--- config.mk ---
export PLATFORM = sky130hd
export DESIGN_NAME = sha256_stream_hasher_core_flat
export DESIGN_NICKNAME = d
export VERILOG_FILES = /design/src/rtl/sha_pkg.sv /design/src/rtl/sha_if.sv /design/src/rtl/sha_datapath.sv /design/src/rtl/sha_ctrl.sv /design/src/rtl/sha256_stream_hasher_core.sv /design/src/flat_wrapper.sv
export SDC_FILE = /design/constraint.sdc
export NUM_CORES = 2
export LEC_CHECK = 0
export ABC_AREA = 1
export ABC_CLOCK_PERIOD_IN_PS = 7400
export BUFFER_PORTS_ARGS = -buffer_cell sky130_fd_sc_hd__buf_2
export CAP_MARGIN = 20
export CORE_MARGIN = 2
export CORE_UTILIZATION = 34
export DETAILED_ROUTE_END_ITERATION = 6
export SYNTH_ARGS = -nofsm -noshare
export SYNTH_HDL_FRONTEND = slang
export SYNTH_SLANG_ARGS = --single-unit
--- constraint.sdc ---
create_clock -name clk_i -period 7.4 [get_ports clk_i]
set_input_delay 1.48 -clock clk_i [delete_from_list [all_inputs] [get_ports clk_i]]
set_output_delay 1.48 -clock clk_i [all_outputs]
set_load 0.01 [all_outputs]
--- src/rtl/sha_pkg.sv ---
`timescale 1ns / 1ps
`default_nettype none
package sha_pkg;

  localparam int unsigned BlockWords = 16;
  localparam int unsigned Rounds     = 64;
  localparam int unsigned DigestLen  = 8;

  typedef logic [7:0]  byte_t;
  typedef logic [31:0] word_t;

  typedef enum logic [0:0] {
    OpAbsorb = 1'b0,
    OpFinish = 1'b1
  } op_e;

  // controller to datapath
  typedef struct packed {
    logic       put_byte;    // write byte at fill position
    logic       byte_is_pad; // write 0x80 instead of data
    logic       clr_word;    // zero the word at zero_idx
    logic [3:0] zero_idx;
    logic       put_len;     // write bit length into words 14 and 15
    logic       count_byte;  // advance fill count and byte total
    logic       start_comp;  // load working vars from chaining words
    logic       round;       // run one compression round
    logic       fold;        // add working vars into chaining words
    logic       restart;     // back to initial value
    logic       shift_out;   // rotate chaining words for output
  } cmd_t;

  // datapath to controller
  typedef struct packed {
    logic [5:0] fill;
    logic       last_round;
  } stat_t;

  localparam word_t InitH [DigestLen] = '{
    32'h6a09e667, 32'hbb67ae85, 32'h3c6ef372, 32'ha54ff53a,
    32'h510e527f, 32'h9b05688c, 32'h1f83d9ab, 32'h5be0cd19
  };

  localparam word_t RoundK [Rounds] = '{
    32'h428a2f98, 32'h71374491, 32'hb5c0fbcf, 32'he9b5dba5,
    32'h3956c25b, 32'h59f111f1, 32'h923f82a4, 32'hab1c5ed5,
    32'hd807aa98, 32'h12835b01, 32'h243185be, 32'h550c7dc3,
    32'h72be5d74, 32'h80deb1fe, 32'h9bdc06a7, 32'hc19bf174,
    32'he49b69c1, 32'hefbe4786, 32'h0fc19dc6, 32'h240ca1cc,
    32'h2de92c6f, 32'h4a7484aa, 32'h5cb0a9dc, 32'h76f988da,
    32'h983e5152, 32'ha831c66d, 32'hb00327c8, 32'hbf597fc7,
    32'hc6e00bf3, 32'hd5a79147, 32'h06ca6351, 32'h14292967,
    32'h27b70a85, 32'h2e1b2138, 32'h4d2c6dfc, 32'h53380d13,
    32'h650a7354, 32'h766a0abb, 32'h81c2c92e, 32'h92722c85,
    32'ha2bfe8a1, 32'ha81a664b, 32'hc24b8b70, 32'hc76c51a3,
    32'hd192e819, 32'hd6990624, 32'hf40e3585, 32'h106aa070,
    32'h19a4c116, 32'h1e376c08, 32'h2748774c, 32'h34b0bcb5,
    32'h391c0cb3, 32'h4ed8aa4a, 32'h5b9cca4f, 32'h682e6ff3,
    32'h748f82ee, 32'h78a5636f, 32'h84c87814, 32'h8cc70208,
    32'h90befffa, 32'ha4506ceb, 32'hbef9a3f7, 32'hc67178f2
  };

  localparam byte_t PadByte  = 8'h80;
  localparam int unsigned LenPos = 56;

endpackage
`default_nettype wire

--- src/rtl/sha_if.sv ---
`timescale 1ns / 1ps
`default_nettype none
interface sha_in_if;
  logic valid;
  logic ready;
  logic operation;
  logic [7:0] data_byte;
  modport source (output valid, operation, data_byte, input ready);
  modport sink   (input valid, operation, data_byte, output ready);
endinterface

interface sha_out_if;
  logic valid;
  logic ready;
  logic [31:0] digest_word;
  logic [2:0]  word_index;
  logic        last;
  modport source (output valid, digest_word, word_index, last, input ready);
  modport sink   (input valid, digest_word, word_index, last, output ready);
endinterface
`default_nettype wire

--- src/rtl/sha_datapath.sv ---
`timescale 1ns / 1ps
`default_nettype none
module sha_datapath (
  input  wire logic          clk_i,
  input  wire logic          rst_ni,
  input  wire sha_pkg::cmd_t cmd_i,
  input  wire logic [7:0]    byte_i,
  output sha_pkg::stat_t     stat_o,
  output sha_pkg::word_t     head_o
);

  sha_pkg::word_t blk_q [16];
  sha_pkg::word_t h_q [8], h_d [8];
  sha_pkg::word_t v_q [8], v_d [8];
  logic [5:0]  fill_q;
  logic [63:0] total_q;
  logic [5:0]  rnd_q;

  function automatic sha_pkg::word_t ror(sha_pkg::word_t x, int unsigned n);
    return (x >> n) | (x << (32 - n));
  endfunction

  // round logic; w schedule is a 16-word rotating window in blk_q
  sha_pkg::word_t w_new, t1, t2, s0, s1, e, a;
  always_comb begin
    s0 = ror(blk_q[1], 7) ^ ror(blk_q[1], 18) ^ (blk_q[1] >> 3);
    s1 = ror(blk_q[14], 17) ^ ror(blk_q[14], 19) ^ (blk_q[14] >> 10);
    w_new = blk_q[0] + s0 + blk_q[9] + s1;
    e = v_q[4];
    a = v_q[0];
    t1 = v_q[7] + (ror(e, 6) ^ ror(e, 11) ^ ror(e, 25)) + ((e & v_q[5]) ^ (~e & v_q[6]))
         + sha_pkg::RoundK[rnd_q] + blk_q[0];
    t2 = (ror(a, 2) ^ ror(a, 13) ^ ror(a, 22))
         + ((a & v_q[1]) ^ (a & v_q[2]) ^ (v_q[1] & v_q[2]));
    for (int i = 0; i < 8; i++) begin
      v_d[i] = v_q[i];
      h_d[i] = h_q[i];
    end
    if (cmd_i.start_comp) begin
      for (int i = 0; i < 8; i++) v_d[i] = h_q[i];
    end else if (cmd_i.round) begin
      for (int i = 7; i > 0; i--) v_d[i] = v_q[i-1];
      v_d[4] = v_q[3] + t1;
      v_d[0] = t1 + t2;
    end
    if (cmd_i.fold) begin
      for (int i = 0; i < 8; i++) h_d[i] = h_q[i] + v_q[i];
    end else if (cmd_i.restart) begin
      for (int i = 0; i < 8; i++) h_d[i] = sha_pkg::InitH[i];
    end else if (cmd_i.shift_out) begin
      for (int i = 0; i < 7; i++) h_d[i] = h_q[i+1];
      h_d[7] = h_q[0];
    end
  end

  // block buffer: byte writes, clears, length, schedule rotation
  logic [3:0]    widx;
  logic [1:0]    lane;
  sha_pkg::byte_t bval;
  assign widx = fill_q[5:2];
  assign lane = fill_q[1:0];
  assign bval = cmd_i.byte_is_pad ? sha_pkg::PadByte : byte_i;
  always_ff @(posedge clk_i) begin
    if (cmd_i.round) begin
      for (int i = 0; i < 15; i++) blk_q[i] <= blk_q[i+1];
      blk_q[15] <= w_new;
    end else begin
      if (cmd_i.put_byte) begin
        unique case (lane)
          2'd0: blk_q[widx] <= {bval, 24'h0};
          2'd1: blk_q[widx][23:16] <= bval;
          2'd2: blk_q[widx][15:8] <= bval;
          default: blk_q[widx][7:0] <= bval;
        endcase
      end
      if (cmd_i.clr_word) blk_q[cmd_i.zero_idx] <= '0;
      if (cmd_i.put_len) begin
        blk_q[14] <= total_q[60:29];
        blk_q[15] <= {total_q[28:0], 3'b000};
      end
    end
  end

  // control registers of the datapath
  always_ff @(posedge clk_i or negedge rst_ni) begin
    if (!rst_ni) begin
      for (int i = 0; i < 8; i++) h_q[i] <= sha_pkg::InitH[i];
      fill_q  <= '0;
      total_q <= '0;
      rnd_q   <= '0;
    end else begin
      for (int i = 0; i < 8; i++) h_q[i] <= h_d[i];
      if (cmd_i.restart) begin
        fill_q  <= '0;
        total_q <= '0;
      end else if (cmd_i.count_byte) begin
        fill_q  <= fill_q + 6'd1;
        total_q <= total_q + 64'd1;
      end else if (cmd_i.put_byte) begin
        fill_q  <= fill_q + 6'd1;
      end
      if (cmd_i.start_comp) rnd_q <= '0;
      else if (cmd_i.round) rnd_q <= rnd_q + 6'd1;
    end
  end

  always_ff @(posedge clk_i) begin
    for (int i = 0; i < 8; i++) v_q[i] <= v_d[i];
  end

  assign stat_o.fill = fill_q;
  assign stat_o.last_round = (rnd_q == 6'd63);
  assign head_o = h_q[0];

endmodule
`default_nettype wire

--- src/rtl/sha_ctrl.sv ---
`timescale 1ns / 1ps
`default_nettype none
module sha_ctrl (
  input  wire logic           clk_i,
  input  wire logic           rst_ni,
  input  wire logic           in_valid_i,
  input  wire logic           in_op_i,
  output logic                in_ready_o,
  output logic                out_valid_o,
  input  wire logic           out_ready_i,
  output logic [2:0]          out_idx_o,
  input  wire sha_pkg::stat_t stat_i,
  output sha_pkg::cmd_t       cmd_o
);

  typedef enum logic [6:0] {
    StIdle  = 7'b0000001,
    StPadZ  = 7'b0000010,
    StLen   = 7'b0000100,
    StLoad  = 7'b0001000,
    StRound = 7'b0010000,
    StFold  = 7'b0100000,
    StOut   = 7'b1000000
  } state_e;

  state_e state_q, state_d;
  logic   fin_q, fin_d;   // finishing a message
  logic   extra_q, extra_d; // a length block still follows
  logic [2:0] idx_q, idx_d;
  logic [3:0] zi_q, zi_d;
  logic   acc;

  assign in_ready_o  = (state_q == StIdle);
  assign acc         = in_valid_i && in_ready_o;
  assign out_valid_o = (state_q == StOut);
  assign out_idx_o   = idx_q;

  // sequence absorb, padding, compression and output
  always_comb begin
    state_d = state_q;
    fin_d = fin_q;
    extra_d = extra_q;
    idx_d = idx_q;
    zi_d = zi_q;
    cmd_o = '0;
    cmd_o.zero_idx = zi_q;
    unique case (state_q)
      StIdle: begin
        if (acc) begin
          cmd_o.put_byte = 1'b1;
          if (in_op_i == sha_pkg::OpAbsorb) begin
            cmd_o.count_byte = 1'b1;
            fin_d = 1'b0;
            if (stat_i.fill == 6'd63) state_d = StLoad;
          end else begin
            cmd_o.byte_is_pad = 1'b1;
            fin_d = 1'b1;
            extra_d = (stat_i.fill >= 6'(sha_pkg::LenPos));
            zi_d = stat_i.fill[5:2] + 4'd1;
            state_d = (stat_i.fill[5:2] == 4'd15) ? StLoad : StPadZ;
          end
        end
      end
      StPadZ: begin
        // zero the whole words after the pad byte
        if (!extra_q && zi_q >= 4'd14) begin
          state_d = StLen;
        end else begin
          cmd_o.clr_word = 1'b1;
          zi_d = zi_q + 4'd1;
          if (zi_q == 4'd15) state_d = extra_q ? StLoad : StLen;
        end
      end
      StLen: begin
        cmd_o.put_len = 1'b1;
        state_d = StLoad;
      end
      StLoad: begin
        cmd_o.start_comp = 1'b1;
        state_d = StRound;
      end
      StRound: begin
        cmd_o.round = 1'b1;
        if (stat_i.last_round) state_d = StFold;
      end
      StFold: begin
        cmd_o.fold = 1'b1;
        if (!fin_q) begin
          state_d = StIdle;
        end else if (extra_q) begin
          extra_d = 1'b0;
          zi_d = '0;
          state_d = StPadZ;
        end else begin
          idx_d = '0;
          state_d = StOut;
        end
      end
      StOut: begin
        if (out_ready_i) begin
          cmd_o.shift_out = 1'b1;
          idx_d = idx_q + 3'd1;
          if (idx_q == 3'd7) begin
            cmd_o.shift_out = 1'b0;
            cmd_o.restart = 1'b1;
            fin_d = 1'b0;
            state_d = StIdle;
          end
        end
      end
      default: state_d = StIdle;
    endcase
  end

  always_ff @(posedge clk_i or negedge rst_ni) begin
    if (!rst_ni) begin
      state_q <= StIdle;
      fin_q <= 1'b0;
      extra_q <= 1'b0;
      idx_q <= '0;
      zi_q <= '0;
    end else begin
      state_q <= state_d;
      fin_q <= fin_d;
      extra_q <= extra_d;
      idx_q <= idx_d;
      zi_q <= zi_d;
    end
  end

  a_onehot: assert property (@(posedge clk_i) disable iff (!rst_ni) $onehot(state_q))
    else $error("state not one-hot");
  a_out_hold: assert property (@(posedge clk_i) disable iff (!rst_ni)
    out_valid_o && !out_ready_i |=> out_valid_o && $stable(idx_q))
    else $error("digest word dropped");
  a_no_overlap: assert property (@(posedge clk_i) disable iff (!rst_ni)
    !(in_ready_o && out_valid_o))
    else $error("input taken during output");
  a_round_end: assert property (@(posedge clk_i) disable iff (!rst_ni)
    state_q == StRound && stat_i.last_round |=> state_q == StFold)
    else $error("compression overran");

endmodule
`default_nettype wire

--- src/rtl/sha256_stream_hasher_core.sv ---
`timescale 1ns / 1ps
`default_nettype none
// SHA-256 over a byte stream. The 64th byte of a block runs the compression
// unit, one round per cycle (load, 64 rounds, fold), and no further byte is
// accepted until the fold is done. A finish transaction pads (up to 15 word
// clears plus the length write), runs one or two compressions, then presents
// eight digest words, one per accepted output transaction; the last restarts
// the hash for the next message.
module sha256_stream_hasher_core (
  input  wire logic clk_i,
  input  wire logic rst_ni,
  sha_in_if.sink    in_if,
  sha_out_if.source out_if
);

  sha_pkg::cmd_t  cmd;
  sha_pkg::stat_t stat;
  sha_pkg::word_t head;
  logic [2:0]     idx;

  sha_ctrl u_ctrl (
    .clk_i       (clk_i),
    .rst_ni      (rst_ni),
    .in_valid_i  (in_if.valid),
    .in_op_i     (in_if.operation),
    .in_ready_o  (in_if.ready),
    .out_valid_o (out_if.valid),
    .out_ready_i (out_if.ready),
    .out_idx_o   (idx),
    .stat_i      (stat),
    .cmd_o       (cmd)
  );

  sha_datapath u_dp (
    .clk_i  (clk_i),
    .rst_ni (rst_ni),
    .cmd_i  (cmd),
    .byte_i (in_if.data_byte),
    .stat_o (stat),
    .head_o (head)
  );

  assign out_if.digest_word = head;
  assign out_if.word_index  = idx;
  assign out_if.last        = (idx == 3'd7);

endmodule
`default_nettype wire

--- src/flat_wrapper.sv ---
// flat-port wrapper written by rule: the top's interface ports become plain ports
module sha256_stream_hasher_core_flat 
  (clk_i, rst_ni, in_if_valid, in_if_operation, in_if_data_byte, in_if_ready, out_if_valid, out_if_digest_word, out_if_word_index, out_if_last, out_if_ready);
  sha_in_if in_if_i ();
  sha_out_if out_if_i ();
  input  wire logic clk_i;
  input  wire logic rst_ni;
  input wire logic [$bits(in_if_i.valid)-1:0] in_if_valid;
  input wire logic [$bits(in_if_i.operation)-1:0] in_if_operation;
  input wire logic [$bits(in_if_i.data_byte)-1:0] in_if_data_byte;
  output wire logic [$bits(in_if_i.ready)-1:0] in_if_ready;
  output wire logic [$bits(out_if_i.valid)-1:0] out_if_valid;
  output wire logic [$bits(out_if_i.digest_word)-1:0] out_if_digest_word;
  output wire logic [$bits(out_if_i.word_index)-1:0] out_if_word_index;
  output wire logic [$bits(out_if_i.last)-1:0] out_if_last;
  input wire logic [$bits(out_if_i.ready)-1:0] out_if_ready;
  assign in_if_i.valid = in_if_valid;
  assign in_if_i.operation = in_if_operation;
  assign in_if_i.data_byte = in_if_data_byte;
  assign in_if_ready = in_if_i.ready;
  assign out_if_valid = out_if_i.valid;
  assign out_if_digest_word = out_if_i.digest_word;
  assign out_if_word_index = out_if_i.word_index;
  assign out_if_last = out_if_i.last;
  assign out_if_i.ready = out_if_ready;
  sha256_stream_hasher_core u_core (.clk_i(clk_i), .rst_ni(rst_ni), .in_if(in_if_i), .out_if(out_if_i));
endmodule
==> results.py <==
metrics = {
    "floorplanning": {
        "fp.dieArea_um2": 250000,
        "start_util_pct": 34.1,
        "die-width_um": 500,
        "rows": 182,
        "io_pins": 51,
        "core-area_um2": 245000,
        "die_y_um": 500,
    },
    "route": {
        "dr.pass1.iters": 6,
        "vias": 79400,
        "via_per_inst": 5.58,
        "drt-initial-drc-count": 9677,
        "finalWirelength_um": 372000,
        "ant_nets": 0,
        "wire_per_inst_um": 26.1,
        "drc": 0,
    },
    "critical_path": {
        "critical_path_class": "reg2reg",
        "critPathArrivalTime_ns": 7.54,
        "required_ns": 7.87,
        "crit_path_start_kind": "register",
        "critPathMaxStageDelay_ns": 0.53,
        "crit_slowest_cell": "fa_1",
        "ff2ff_path_depth": 36,
        "rrSetupSlack_ns": 0.33,
        "critPathMostFrequentCell": "inv_1",
        "end_kind": "register",
        "path_max_fanout": 6,
    },
    "sta": {
        "post-route-period-util_pct": 95.5,
        "worstMarginPinSlew_ns": 1.16,
        "hold_slack_ns": 0.486,
        "min_period_ns": 7.07,
        "slew_viol_final": 0,
        "finalSetupViolCount": 0,
        "relSlewSlack_pct": 21.8,
        "max_freq_mhz": 141,
        "skew_ns": 0.0856,
        "hold_viol_final": 0,
    },
    "clock_tree": {
        "ctsHoldBuffers": 0,
        "clock_path_buffers": 3,
        "insertion_delay_ns": 0.84,
        "clkSlewWorstSetupHoldPaths_ns": 0.06,
        "clock_sinks": 1113,
        "htreeDepth": 4,
        "clockRootBuffer": "clkbuf_16",
        "cts-buffers-inserted": 137,
        "cts_tree": "done",
    },
    "synth": {
        "synth_seq_cells": 1113,
        "netlist_top_cells_count": "nand2_1 (2,706), inv_1 (1,250), o21ai_0 (1,029)",
        "syn_inst": 10900,
        "synth-edff-count": 768,
        "yosysTopAreaCellShare_pct": 27.6,
        "avgSynthCellArea_um2": 7.69,
        "synth-main-ff-cell": "edfxtp_1",
        "ys_warn_count": 0,
        "synth_most_common_cell": "nand2_1",
        "yosysSeqAreaShare_pct": 38.1,
        "syn_nets": 11500,
        "ys_top_cells_by_area": "edfxtp_1 (28%), nand2_1 (12%), dfrtp_1 (6.2%)",
        "synth_area_leader_cell": "edfxtp_1",
        "synthArstFlopShare_pct": 31.0,
        "ys_types": 69,
        "synth_area_um2": 83600,
    },
    "place": {
        "hpwlAfterDp_um": 292000,
        "gp_congestion": 1.03,
        "io_buffers": 50,
    },
    "final_layout": {
        "drive_gt1_share_pct": 8.13,
        "nets": 11500,
        "synthToLayoutAreaGrowth_pct": 11.8,
        "post-route-util_pct": 38.1,
    },
    "run_status": {
        "status": "complete, no violations",
    },
    "grt": {
        "grt_pass1_wl_um": 530000,
        "antenna_found_initial": 15,
        "grtUsageTotal_pct": 28.9,
        "grt_overflow": 0,
        "grt_pass1_vias": 74400,
        "grt_max_degree": 213,
    },
    "worst_hold_path": {
        "hold_path_depth": 2,
        "hold_class": "reg2reg",
    },
    "flow_run": {
        "max-cap-violations": 0,
    },
}
[state kept, by name, summed over array words and instances, names as in the netlist, 4 cells and up]
name and count:
u_core.u_dp.blk_q 512, u_core.u_dp.fill_q 6, u_core.u_dp.h_q 224, u_core.u_dp.v_q 256, u_core.u_ctrl.zi_q 4, u_core.u_ctrl.state_q 7, u_core.u_dp.head_o 32, u_core.u_dp.rnd_q 6
u_core.u_dp.total_q 61
[cells by family after synthesis]
kind of cell | Yosys count | share of synthesized area (%)
xor+xnor | 377 | 3.95
buf+inv | 1703 | 7.89
fa+ha+maj | 598 | 10.7
flops | 1113 | 38.1
compound gates | 2505 | 16.2
mux | 22 | 0.284
simple gates | 4551 | 22.8
[per-layer routing]
| metal | global-route usage, % | vias to the layer above | wire, um |
|---|---|---|---|
| met3 | 4.59 | 859 | 31800 |
| li1 | - | 36600 | - |
| met4 | 17.2 | 10 | 26600 |
| met1 | 38.8 | 38000 | 154000 |
| met2 | 43.9 | 3847 | 159000 |
| met5 | 0 | - | 66 |
[final cells by class]
type | count | area [um2]
Inverter | 1284 | 4850
Timing Repair Buffer | 305 | 2350
Clock inverter | 85 | 1180
Antenna cell | 3 | 7.51
Fill cell | 25500 | 152000
Multi-Input combinational cell | 8053 | 45500
Clock buffer | 167 | 3630
Sequential cell | 1113 | 31900
Tap cell | 3220 | 4030
[timing repair]
action | in CTS | in global routing
pin swaps | 0 | 9
endpoints found under the setup margin | 1 | 29
resized for setup | 1 | 100
gates cloned | 0 | 0
setup buffers | 0 | 2
[worst paths after layout]
check                                     start                      to
min                        u_core.u_dp.h_q[210]    u_core.u_dp.h_q[210]
min reg2reg                u_core.u_dp.h_q[210]    u_core.u_dp.h_q[210]
max                        u_core.u_dp.rnd_q[1]  u_core.u_dp.v_q[0][20]
min in group asynchronous                rst_ni    u_core.u_dp.h_q[184]
max in group asynchronous                rst_ni     u_core.u_dp.h_q[29]
max reg2reg                u_core.u_dp.rnd_q[1]  u_core.u_dp.v_q[0][20]
[per-stage QoR]
| step | worst slack [ns] | std cells | TNS [ns] | instance area [um2] |
|---|---|---|---|---|
| global route | -0.0159 | 14200 | -0.0189 | 93500 |
| detailed placement | -0.00568 | 14000 | -0.00568 | 88200 |
| finish | 0.331 | 14200 | 0 | 93500 |
| floorplan | 0.426 | 10900 | 0 | 83600 |
| CTS | 0.0174 | 14200 | 0 | 93000 |
| global placement | 0.0466 | 14000 | 0 | 88200 |
[worst max-delay path: cells and delay by family (launching register included)]
kind / cells / cell delay (ns)
AO/OA/AOI/OAI: 8 / 1.21
AND/OR/NAND/NOR: 9 / 0.90
buffers and inverters: 12 / 1.28
flip-flops: 1 / 0.42
XOR/XNOR: 1 / 0.53
adder cells (fa/ha/maj): 6 / 2.37
[cells in the final DEF (no fill, tap or decap), types with 22 or more instances in the layout]
| master | instances |
|---|---|
| ha_1 | 391 |
| nand4_1 | 166 |
| o211ai_1 | 37 |
| a31oi_1 | 71 |
| o21ai_1 | 360 |
| clkbuf_16 | 138 |
| nor2_1 | 765 |
| or2_2 | 45 |
| nand3_1 | 563 |
| o22ai_1 | 42 |
| nand3b_1 | 63 |
| o21ai_0 | 1017 |
| buf_4 | 239 |
| fa_1 | 194 |
| a21o_1 | 36 |
| nor3_1 | 114 |
| clkinv_1 | 23 |
| dfrtp_1 | 207 |
| xor2_1 | 211 |
| nand2_2 | 33 |
| xnor2_1 | 161 |
| dfstp_2 | 137 |
| edfxtp_1 | 768 |
| clkbuf_1 | 22 |
| o21a_1 | 33 |
| inv_1 | 1242 |
| a21oi_1 | 670 |
| inv_2 | 32 |
| a21boi_0 | 22 |
| o21bai_1 | 78 |
| a22oi_1 | 44 |
| buf_2 | 49 |
| nand2_1 | 2697 |
Power is not shown: default switching activity piles up to over one toggle a cycle in this logic, so the estimate is an artifact.
